## src/hdl/sbs_ram.sv

```systemverilog
module sbs_ram #(
  parameter int WIDTH = 8,
  parameter int DEPTH = 64
) (
  input  logic                     clk_i,
  input  logic                     we_i,
  input  logic [$clog2(DEPTH)-1:0] waddr_i,
  input  logic [WIDTH-1:0]         wdata_i,
  input  logic [$clog2(DEPTH)-1:0] raddr_i,
  output logic [WIDTH-1:0]         rdata_o
);

  logic [WIDTH-1:0] mem [DEPTH];

  // Write port and registered read port
  always_ff @(posedge clk_i) begin
    if (we_i) begin
      mem[waddr_i] <= wdata_i;
    end
    rdata_o <= mem[raddr_i];
  end

endmodule

```

## config.mk

```make
export PLATFORM = sky130hd
export DESIGN_NAME = sbs_ram
export DESIGN_NICKNAME = d
export VERILOG_FILES = /design/src/hdl/sbs_ram.sv
export SDC_FILE = /design/constraint.sdc
export NUM_CORES = 1
export LEC_CHECK = 0
export ABC_CLOCK_PERIOD_IN_PS = 3200
export BUFFER_PORTS_ARGS = -buffer_cell sky130_fd_sc_hd__buf_4
export CORE_ASPECT_RATIO = 0.6
export CORE_MARGIN = 10
export CORE_UTILIZATION = 48
export DETAILED_ROUTE_END_ITERATION = 6
export PLACE_DENSITY_LB_ADDON = 0.08
export SYNTH_ARGS = -nofsm -noshare
export SYNTH_HDL_FRONTEND = slang
export SYNTH_SLANG_ARGS = --single-unit
```

## constraint.sdc

```tcl
create_clock -name clk_i -period 3.2 [get_ports clk_i]
set_clock_uncertainty 0.05 [all_clocks]
set_input_delay 0.32 -clock clk_i [delete_from_list [all_inputs] [get_ports clk_i]]
set_output_delay 0.32 -clock clk_i [all_outputs]
set_load 0.05 [all_outputs]
```

Yosys cells after proc, flatten, opt, wreduce, memory -nomap -nowiden:

Memories as Yosys holds them, arrays and structs flattened. A register that Yosys moved wholly into a read port is not among the register bits.
Cells that the tools add are included.

* add/subtract/negate cells: 0
* multiply operators: 0
* divide/modulo/power cells: 0
* magnitude comparators: 0
* equal/unequal tests: 0
* shift-type cells: 0
* multiplexer cells: 2
* bitwise operators: 0
* reductions and logical operators: 0

Operators by type and width (number)
* $mux W1: 2

* bits in registers: 0
* latch bits: 0
* RAM bits: 512
* ROM bits: 0
* input port bits: 22
* output and inout bits: 8
* logic and storage cells: 3
* memories kept: 1

Memories
* mem: depth 64, width 8, read ports 1, clocked after memory_dff 1, wr ports 1, RTL line 13 `logic [WIDTH-1:0] mem [DEPTH];`

Logic depth before layout (Yosys ltp):

Gate-level depths: netlist (run 1).

* depth after elaboration: 2
* gate-level depth with buffers: 9
* depth with buffers taken out: 5

Worst setup path after synthesis (run 1):

Ideal clock, no wire load.

* path type: in2reg
* start: input raddr_i[1]
* end: register rdata_o[3] (read register of mem)
* arrival time: 1.860 ns
* required time: 3.022 ns
* setup slack: 1.162 ns
* stages: 7
* path buffers: 3
* cells stage by stage: buf_4 > buf_2 > buf_2 > mux4_2 > mux4_2 > o21ai_1 > o41ai_1

RTL lines
* start, declared: RTL line 9 `input logic [$clog2(DEPTH)-1:0] raddr_i,`
* end, declared: RTL line 10 `output logic [WIDTH-1:0] rdata_o`

==> impl_results.rst, run 1 <==
.. list-table::
   :header-rows: 1

   * - Metric
     - Value
   * - Status
     - finished, final reports clean
   * - Post-synthesis sequential area ratio
     - 77.0%
   * - Via-to-Cell Ratio
     - 5.91
   * - Worst slew slack as a fraction of its limit
     - 37.4%
   * - Number of sinks driven by the clock tree
     - 520
   * - Placeable Area
     - 41700 sq um
   * - Worst-path clk slew
     - 0.07 ns
   * - Horizontal die dimension
     - 285 um
   * - Count of buffers inserted at the top-level ports
     - 29
   * - Number of global-route vias before repair
     - 9762
   * - Final number of max-transition violations
     - 0
   * - Depth of the worst register-to-register path
     - 5
   * - Average wire per cell in the routed design
     - 28.7 um
   * - Total gr overflow
     - 0
   * - Number of gates given a new drive strength after cts
     - 0
   * - Number of synthesized flops with an enable pin
     - 512
   * - Post-layout nets
     - 1073
   * - Initial DRC count
     - 1167
   * - Via Count
     - 9790
   * - Clk buf depth
     - 3
   * - Hold violation count in the final report
     - 0
   * - Maximum number of pins on one net before global-route repair
     - 65
   * - Remaining DRCs
     - 0
   * - Measured slew at the worst slew-check pin
     - 0.936 ns
   * - Largest cells by area after synthesis
     - sky130_fd_sc_hd__edfxtp_1 (76%), sky130_fd_sc_hd__mux4_2 (14%), sky130_fd_sc_hd__nor2_1 (1.5%)
   * - Placed wire-length estimate after detailed placement
     - 29700 um
   * - Achievable Freq
     - 467 MHz
   * - Min Clock Period, post-route
     - 2.14 ns
   * - Crit-path max FO
     - 1
   * - Dominant register cell in the synthesized netlist
     - sky130_fd_sc_hd__edfxtp_1
   * - Most frequent cells in the layout
     - sky130_fd_sc_hd__edfxtp_1 (512), sky130_fd_sc_hd__mux4_2 (126), sky130_fd_sc_hd__buf_4 (104)
   * - Final setup vio count
     - 0
   * - # Max-Cap Violations
     - 0
   * - Number of buffers inserted during clock tree synthesis
     - 48
   * - Sum of negative setup slack
     - 0 ns
   * - Power per cell area
     - 605 nW/um^2
   * - Fraction of registers with async set or reset after synthesis
     - 0%
   * - Lkg Pwr
     - 0.00731 uW
   * - Final cell count without fillers
     - 1657
   * - Source-to-sink clock delay at the later pin of the worst-skew pair
     - 0.57 ns
   * - Layout cells sized above 1
     - 29.5%
   * - Post-CTS Setup Repair Bufs
     - 0
   * - Root buffer selected by CTS
     - sky130_fd_sc_hd__clkbuf_16
   * - Weighted congestion at the end of routability-driven global placement
     - 0.795
   * - Mapped Avg Cell Area
     - 21.5 sq um
   * - Net count after synthesis
     - 962
   * - CP Data Arrival Time
     - 2.53 ns
   * - IO Count
     - 30
   * - Final wirelength
     - 47600 um
   * - Count of cell types in the netlist
     - 40
   * - Number of diodes added for antenna fixing
     - 0
   * - Proportion of netlist area held by the largest area contributor
     - 76.2%
   * - Area added between synthesis and finish
     - 14.1%
   * - Placed cells
     - 1571
   * - Period utilisation layout
     - 66.9%
   * - Fraction of the core area covered by cells at the end of the flow
     - 55.1%
   * - Number of standard cells after synthesis
     - 940
   * - Element type at the critical path start
     - flop
   * - Critical Path RT
     - 3.59 ns
   * - Length of the first detailed-routing pass in iterations
     - 5
   * - Clock tree from TritonCTS
     - built
   * - Most frequent standard cell in the layout excluding fill and tap cells
     - sky130_fd_sc_hd__edfxtp_1
   * - Worst-case vdd ir drop
     - 379 uV
   * - Worst hold path class
     - input pin to flop
   * - Initial Utilization
     - 48.3%
   * - Gr usage total
     - 19.0%
   * - Global-route wire length before repair
     - 70400 um
   * - Netlist area before placement
     - 20200 sq um
   * - Worst hold slack
     - 0.108 ns
   * - Placement row count
     - 58
   * - Crit path capture type
     - flop
   * - Residual antenna-violating net count after detailed routing
     - 0
   * - Count of hold buffers inserted by post-cts repair
     - 0
   * - Unrepaired setup endpoints after global routing
     - no
   * - Fin worst setup slack
     - 1.06 ns
   * - Antenna violations before repair
     - 1
   * - Library cell occupying the most area in the post-synthesis netlist
     - sky130_fd_sc_hd__edfxtp_1
   * - Die area
     - 50900 sq um
   * - Filler instances
     - 3198
   * - Synthesis-stage register bit count
     - 520
   * - Worst setup path category
     - flop to flop
   * - Die height
     - 179 um
   * - Hold Crit Depth
     - 2
   * - Warning count from the yosys run
     - 0
   * - Placement Setup Slack
     - 0.453 ns
   * - # H-tree levels
     - 2
## per-layer routing
metal | up-vias | wire (um) | track usage [%]
met5 | - | 0 | 0
li1 | 4158 | - | -
met3 | 51 | 3240 | 3.76
met4 | 0 | 600 | 3.21
met1 | 5231 | 23700 | 30.4
met2 | 350 | 20100 | 26.6
## final cells by class
class	count	area [sq um]	share of cell area, %
flip-flops and latches	520	15500	67.5
multi-input cells	369	4320	18.8
well taps	570	713	3.10
repair buffers	112	935	4.06
clock inverters	19	173	0.751
clock buffers	67	1330	5.80
## registers in the layout, summed over array words and instances, names as in the netlist
signal,flops
mem,512
rdata_o,8
## worst max-delay path: stages (launching register included)
cell and delay, ns:
sky130_fd_sc_hd__edfxtp_1 0.37, sky130_fd_sc_hd__mux4_2 0.51, sky130_fd_sc_hd__mux2_2 0.28, sky130_fd_sc_hd__o221a_2 0.30, sky130_fd_sc_hd__nor3_1 0.36, sky130_fd_sc_hd__o32ai_1 0.15
## per-stage QoR
step / area (sq um) / total power, uW
after floorplan: 20200 / 8140
after global placement: 21500 / 8500
after detailed placement: 21500 / 8510
after CTS: 23000 / 14000
after global routing: 23000 / 14300
final: 23000 / 13900
## path summary, 6_finish.rpt
path	end	slack [ns]	startpoint
max	rdata_o[4]$_DFF_P_	1.06	mem[21][4]$_DFFE_PP_
min	rdata_o[3]$_DFF_P_	0.11	raddr_i[5]
max reg2reg	rdata_o[4]$_DFF_P_	1.06	mem[21][4]$_DFFE_PP_
min reg2reg	rdata_o[6]$_DFF_P_	0.77	mem[30][6]$_DFFE_PP_
## cells in the mapped netlist (8+ instances only)
library cell / count
sky130_fd_sc_hd__buf_2: 11
sky130_fd_sc_hd__o221ai_1: 8
sky130_fd_sc_hd__nand2_1: 19
sky130_fd_sc_hd__dfxtp_1: 8
sky130_fd_sc_hd__buf_4: 13
sky130_fd_sc_hd__o22ai_1: 8
sky130_fd_sc_hd__mux2_2: 13
sky130_fd_sc_hd__nor2b_1: 14
sky130_fd_sc_hd__edfxtp_1: 512
sky130_fd_sc_hd__nand3_1: 13
sky130_fd_sc_hd__mux2i_1: 23
sky130_fd_sc_hd__clkbuf_1: 17
sky130_fd_sc_hd__mux4_2: 126
sky130_fd_sc_hd__nor2_1: 83
## kinds of logic (layout without fill, tap and decap cells)
| logic type | count (synthesis) | after routing | share of synthesized area (%) |
|---|---|---|---|
| flip-flops | 520 | 520 | 77.0 |
| multiplexers | 162 | 162 | 15.9 |
| AO/OA/AOI/OAI | 54 | 54 | 2.07 |
| AND/OR/NAND/NOR | 153 | 153 | 3.39 |
| buffers and inverters | 51 | 198 | 1.57 |
## report_power, final
part           switching, uW  internal (uW)
clock                   2420           3150
sequential              23.8           7540
combinational            494            293
Power figures use the tool's default switching activity.
==> run 2: changes to the inputs <==
- ABC_CLOCK_PERIOD_IN_PS: 3200 -> 1860
- clock period: 3.2 -> 1.86 ns (I/O delays scaled with it)
==> impl_results.rst, run 2 (synthesized netlist as in run 1, its figures left out) <==
.. list-table::
   :header-rows: 1

   * - Metric
     - Value
   * - Register with the most flip-flops
     - mem
   * - Most frequent standard cell in the layout excluding fill and tap cells
     - sky130_fd_sc_hd__edfxtp_1
   * - GR peak layer
     - met1
   * - Number of buffers inserted during clock tree synthesis
     - 48
   * - Initial Utilization
     - 48.3%
   * - Worst hold path class
     - input pin to flop
   * - Horizontal die dimension
     - 285 um
   * - Crit-path max FO
     - 1
   * - Final wirelength
     - 48300 um
   * - Unrepaired setup endpoints after global routing
     - yes
   * - Lkg Pwr
     - 0.00768 uW
   * - Placement Setup Slack
     - -0.708 ns
   * - Weighted congestion at the end of routability-driven global placement
     - 0.809
   * - Layout cells sized above 1
     - 34.6%
   * - Total gr overflow
     - 0
   * - Total Power
     - 24200 uW
   * - Met1 global-route usage
     - 30.4%
   * - Depth of the worst register-to-register path
     - 6
   * - Dpl cell area
     - 22000 sq um
   * - Via Count
     - 10100
   * - Period utilisation layout
     - 103%
   * - Critical Path RT
     - 2.24 ns
   * - Residual antenna-violating net count after detailed routing
     - 0
   * - Number of flip-flops under the largest register name
     - 512
   * - Clock tree from TritonCTS
     - built
   * - Hold violation count in the final report
     - 0
   * - Source-to-sink clock delay at the later pin of the worst-skew pair
     - 0.57 ns
   * - Measured slew at the worst slew-check pin
     - 0.781 ns
   * - # H-tree levels
     - 2
   * - Placeable Area
     - 41700 sq um
   * - Power per cell area
     - 1020 nW/um^2
   * - Fraction of met3 tracks used by global routing
     - 4.59%
   * - Global-route wire length before repair
     - 70900 um
   * - IO Count
     - 30
   * - Via-to-Cell Ratio
     - 5.86
   * - Worst setup path start
     - mem[16][6]$_DFFE_PP_
   * - Area added between synthesis and finish
     - 17.7%
   * - Post-layout nets
     - 1133
   * - Length of the first detailed-routing pass in iterations
     - 5
   * - Die height
     - 179 um
   * - Remaining DRCs
     - 0
   * - Antenna violations before repair
     - 0
   * - Placed wire-length estimate after detailed placement
     - 31600 um
   * - Number of global-route vias before repair
     - 10100
   * - Count of buffers inserted at the top-level ports
     - 29
   * - Root buffer selected by CTS
     - sky130_fd_sc_hd__clkbuf_16
   * - Violations in the final reports
     - negative setup slack
   * - Most frequent cells in the layout
     - sky130_fd_sc_hd__edfxtp_1 (512), sky130_fd_sc_hd__buf_4 (153), sky130_fd_sc_hd__mux4_2 (126)
   * - Achievable Freq
     - 521 MHz
   * - Placement row count
     - 58
   * - R2R Path Start
     - mem[16][6]$_DFFE_PP_
   * - Die area
     - 50900 sq um
   * - Worst-case vdd ir drop
     - 691 uV
   * - Setup slack, reg-to-reg
     - -0.06 ns
   * - Initial DRC count
     - 1015
   * - Critical R2R Capture
     - rdata_o[6]$_DFF_P_
   * - Status
     - complete, but fails checks
   * - Worst-path clk slew
     - 0.06 ns
   * - # Max-Cap Violations
     - 0
   * - CP Data Arrival Time
     - 2.30 ns
   * - Worst setup path category
     - flop to flop
   * - Final number of max-transition violations
     - 0
   * - Crit path capture type
     - flop
   * - Average wire per cell in the routed design
     - 28.1 um
   * - Min Clock Period, post-route
     - 1.92 ns
   * - Clk buf depth
     - 3
   * - Filler instances
     - 3129
   * - Gr usage total
     - 19.2%
   * - Biggest registers after layout
     - mem: 512 flops, rdata_o: 8 flops
   * - Number of sinks driven by the clock tree
     - 520
   * - Worst slew slack as a fraction of its limit
     - 47.9%
   * - Final setup vio count
     - 3
   * - Fin worst setup slack
     - -0.0610 ns
   * - Maximum number of pins on one net before global-route repair
     - 65
   * - Number of diodes added for antenna fixing
     - 0
   * - End of the critical path
     - rdata_o[6]$_DFF_P_
   * - Post-CTS Setup Repair Bufs
     - 0
   * - Layout Cell Area excl Fill
     - 23700 sq um
   * - Met2 global-route usage
     - 26.4%
   * - Element type at the critical path start
     - flop
==> run 2: changes by cell type in the layout (fill, tap and decap cells not counted), sizes merged <==
cell | before | now
buf | 111 | 169
inv | 2 | 0
dlygate4sd3 | 0 | 2
clkinvlp | 0 | 3
clkinv | 14 | 18
bufinv | 3 | 5
clkbuf | 68 | 60
==> run 2: metrics by stage <==
step | std cells | hold slack [ns] | utilization, % | TNS, ns
floorplan | 940 | 0.235 | - | 0
global placement | 1629 | 0.529 | 52.8 | -3.39
detailed placement | 1629 | 0.524 | 52.8 | -3.47
CTS | 1716 | 0.00663 | 56.8 | -0.125
global route | 1716 | 0.0223 | 56.9 | -0.289
finish | 1716 | 0.0160 | 56.9 | -0.0820
==> run 2: worst min path at each step <==
| stage | start | endpoint | slack (ns) | cells after the start |
|---|---|---|---|---|
| after floorplan | wdata_i[0] | mem[0][0]$_DFFE_PP_ | 0.23 | 0 |
| after global placement | raddr_i[5] | rdata_o[0]$_DFF_P_ | 0.53 | 3 |
| after detailed placement | raddr_i[5] | rdata_o[0]$_DFF_P_ | 0.52 | 3 |
| after CTS | wdata_i[2] | mem[8][2]$_DFFE_PP_ | 0.007 | 1 |
| after global routing | wdata_i[2] | mem[11][2]$_DFFE_PP_ | 0.02 | 1 |
| final | wdata_i[2] | mem[8][2]$_DFFE_PP_ | 0.02 | 1 |
==> run 2: area by class of cell <==
cell class / instances / area [sq um] / area share, %
clock buffer: 59 / 1270 / 5.37
clock inverter: 26 / 254 / 1.07
sequential: 520 / 15500 / 65.5
tap: 570 / 713 / 3.01
multi-input combinational: 369 / 4460 / 18.8
timing repair buffer: 172 / 1490 / 6.30
==> run 2: power breakdown <==
group / internal (uW) / switching [uW]
sequential: 13000 / 40.9
combinational: 612 / 892
clock: 5540 / 4150
total: 19100 / 5080
==> run 2: critical path, stage by stage, from the launching register on <==
cell,delay (ns)
sky130_fd_sc_hd__edfxtp_1,0.37
sky130_fd_sc_hd__mux4_2,0.48
sky130_fd_sc_hd__mux2_4,0.29
sky130_fd_sc_hd__o221a_4,0.27
sky130_fd_sc_hd__nor3_2,0.10
sky130_fd_sc_hd__buf_4,0.15
sky130_fd_sc_hd__o32ai_2,0.07
==> run 2: routing by layer <==
layer | wire length, um | part of all wire [%]
met1 | 23500 | 49
met2 | 20100 | 42
met3 | 3970 | 8.2
met4 | 703 | 1.5
met5 | 0 | 0
==> run 2: what timing repair did <==
item	CTS	global route
resized for setup	23	7
hold endpoints to repair	33	0
pin swaps	5	3
setup endpoints to repair	8	7
hold buffers	2	0
==> run 3: changes to the inputs <==
- PLACE_DENSITY: not set -> 0.78
- PLACE_DENSITY_LB_ADDON: 0.08 -> not set
==> impl_results.rst, run 3 (synthesized netlist as in run 1, its figures left out) <==
.. list-table::
   :header-rows: 1

   * - Metric
     - Value
   * - Crit path capture type
     - flop
   * - Worst-case vdd ir drop
     - 724 uV
   * - Worst slew slack as a fraction of its limit
     - 50.0%
   * - Top cell family by delay on the critical path
     - multiplexers
   * - Die area
     - 50900 sq um
   * - Most frequent standard cell in the layout excluding fill and tap cells
     - sky130_fd_sc_hd__edfxtp_1
   * - Remaining DRCs
     - 0
   * - Fin worst setup slack
     - -0.0257 ns
   * - Placeable Area
     - 41700 sq um
   * - Achievable Freq
     - 530 MHz
   * - # Max-Cap Violations
     - 0
   * - Min Clock Period, post-route
     - 1.89 ns
   * - Area taken by flip-flops and latches
     - 15500 sq um
   * - Final number of max-transition violations
     - 0
   * - Total Power
     - 23000 uW
   * - Horizontal die dimension
     - 285 um
   * - Die height
     - 179 um
   * - Length of the first detailed-routing pass in iterations
     - 7
   * - Sum of negative setup slack
     - -0.0429 ns
   * - Number of global-route vias before repair
     - 10300
   * - IO Count
     - 30
   * - Clock tree from TritonCTS
     - built
   * - Worst hold path class
     - input pin to flop
   * - Hold violation count in the final report
     - 0
   * - Worst hold slack
     - 0.0452 ns
   * - Worst-path clk slew
     - 0.07 ns
   * - CP Data Arrival Time
     - 2.27 ns
   * - Post-layout nets
     - 1123
   * - Filler instances
     - 3027
   * - Worst setup path category
     - flop to flop
   * - Startpoint of the most critical hold path
     - raddr_i[4]
   * - Combined buffer and inverter count along the critical path
     - 0
   * - Measured slew at the worst slew-check pin
     - 0.750 ns
   * - Number of flip-flops under the largest register name
     - 512
   * - Period utilisation layout
     - 101%
   * - Area added between synthesis and finish
     - 15.8%
   * - Most Frequent Cell on Critical Path
     - sky130_fd_sc_hd__mux4_2
   * - End point of the worst hold path
     - rdata_o[1]$_DFF_P_
   * - Highest cell delay on the worst timing path
     - 0.51 ns
   * - Weighted congestion at the end of routability-driven global placement
     - 0.857
   * - Total gr overflow
     - 0
   * - Status
     - complete, but fails checks
   * - Worst path cell trace
     - mux4_2, mux4_2, nor2_4, nor3_2, o2bb2ai_1
   * - Final wirelength
     - 46700 um
   * - Clk buf depth
     - 3
   * - Register with the most flip-flops
     - mem
   * - Area of combinational cells with multiple inputs
     - 4430 sq um
   * - Critical Path RT
     - 2.24 ns
   * - Initial DRC count
     - 1465
   * - Gr usage total
     - 18.5%
   * - Biggest registers after layout
     - mem: 512 flops, rdata_o: 8 flops
   * - Library cell contributing the largest single delay on the critical path
     - sky130_fd_sc_hd__mux4_2
   * - Global-route wire length before repair
     - 69500 um
   * - Initial Utilization
     - 48.3%
   * - Unrepaired setup endpoints after global routing
     - yes
   * - Number of buffers inserted during clock tree synthesis
     - 43
   * - Maximum number of pins on one net before global-route repair
     - 65
   * - Critical R2R Capture
     - rdata_o[0]$_DFF_P_
   * - Final setup vio count
     - 3
   * - Placement row count
     - 58
   * - Layout cells sized above 1
     - 33.1%
   * - Power per cell area
     - 987 nW/um^2
   * - Setup slack, reg-to-reg
     - -0.03 ns
   * - Lkg Pwr
     - 0.00751 uW
   * - Hold Crit Depth
     - 3
   * - Violations in the final reports
     - negative setup slack
   * - Via Count
     - 10300
   * - # H-tree levels
     - 2
   * - Cell count along the critical path
     - 5
   * - Crit-path max FO
     - 1
   * - R2R Path Start
     - mem[2][0]$_DFFE_PP_
   * - Placement Setup Slack
     - -0.484 ns
   * - Residual antenna-violating net count after detailed routing
     - 0
   * - Most frequent cells in the layout
     - sky130_fd_sc_hd__edfxtp_1 (512), sky130_fd_sc_hd__buf_4 (155), sky130_fd_sc_hd__mux4_2 (126)
   * - Count of buffers inserted at the top-level ports
     - 29
   * - Number of sinks driven by the clock tree
     - 520
   * - Element type at the critical path start
     - flop
   * - Source-to-sink clock delay at the later pin of the worst-skew pair
     - 0.56 ns
   * - Root buffer selected by CTS
     - sky130_fd_sc_hd__clkbuf_16
   * - Average wire per cell in the routed design
     - 27.4 um
   * - Depth of the worst register-to-register path
     - 5
   * - Placed wire-length estimate after detailed placement
     - 29800 um
   * - Antenna violations before repair
     - 1
   * - Via-to-Cell Ratio
     - 6.04
## run 3: cell types whose count changed in the layout (fill, tap and decap cells not counted), sizes merged
cell         before  now
clkinv           18   12
buf             169  165
bufinv            5    2
clkinvlp          3    0
inv               0    2
clkbuf           60   61
diode             0    1
dlygate4sd3       2    1
## run 3: timing repair
| action | in CTS | in global routing |
|---|---|---|
| hold buffers | 1 | 0 |
| buffers inserted | 0 | 0 |
| setup endpoints to repair | 6 | 7 |
| resized for setup | 9 | 14 |
| endpoints found under the hold margin | 6 | 0 |
| pin swaps | 2 | 3 |
## run 3: worst max-delay path by stage
stage                    startpoint                 end
2_1_floorplan            raddr_i[1]  rdata_o[3]$_DFF_P_
3_3_place_gp             raddr_i[0]  rdata_o[5]$_DFF_P_
3_5_place_dp             raddr_i[0]  rdata_o[5]$_DFF_P_
4_1_cts        mem[14][1]$_DFFE_PP_  rdata_o[1]$_DFF_P_
5_1_grt         mem[2][0]$_DFFE_PP_  rdata_o[0]$_DFF_P_
6_report        mem[2][0]$_DFFE_PP_  rdata_o[0]$_DFF_P_
## run 3: final cells by class
| class | instances | area share, % |
|---|---|---|
| diodes | 1 | 0.0107 |
| clock buffers | 60 | 4.92 |
| clock inverters | 16 | 0.563 |
| multi-input cells | 369 | 19.0 |
| flip-flops and latches | 520 | 66.5 |
| well taps | 570 | 3.05 |
| repair buffers | 167 | 5.94 |
## run 3: power by group
group	switching, uW	total [uW]	internal [uW]
clock network	3960	8560	4610
logic	886	1470	585
registers	47.4	13000	13000
total	4890	23000	18200
## run 3: per-stage QoR
stage / util [%] / area [sq um] / std cells
6_report: 56.0 / 23300 / 1703
5_1_grt: 55.9 / 23300 / 1702
4_1_cts: 55.8 / 23300 / 1702
3_5_place_dp: 52.6 / 21900 / 1625
3_3_place_gp: 52.6 / 21900 / 1625
2_1_floorplan: - / 20200 / 940
## run 3: metal layers
layer | wire length (um) | vias to the layer above | GRT usage (%)
li1 | - | 4247 | -
met3 | 6520 | 90 | 6.39
met2 | 19800 | 655 | 25.6
met5 | 0 | - | 0.864
met1 | 19300 | 5292 | 27.4
met4 | 1070 | 0 | 4.81
## run 3: worst reg2reg max path: cells and delay by family, from the launching register on
| family | cells | cell delay (ns) |
|---|---|---|
| AND/OR/NAND/NOR | 2 | 0.21 |
| multiplexers | 2 | 1.01 |
| AO/OA/AOI/OAI | 1 | 0.13 |
| flip-flops | 1 | 0.37 |
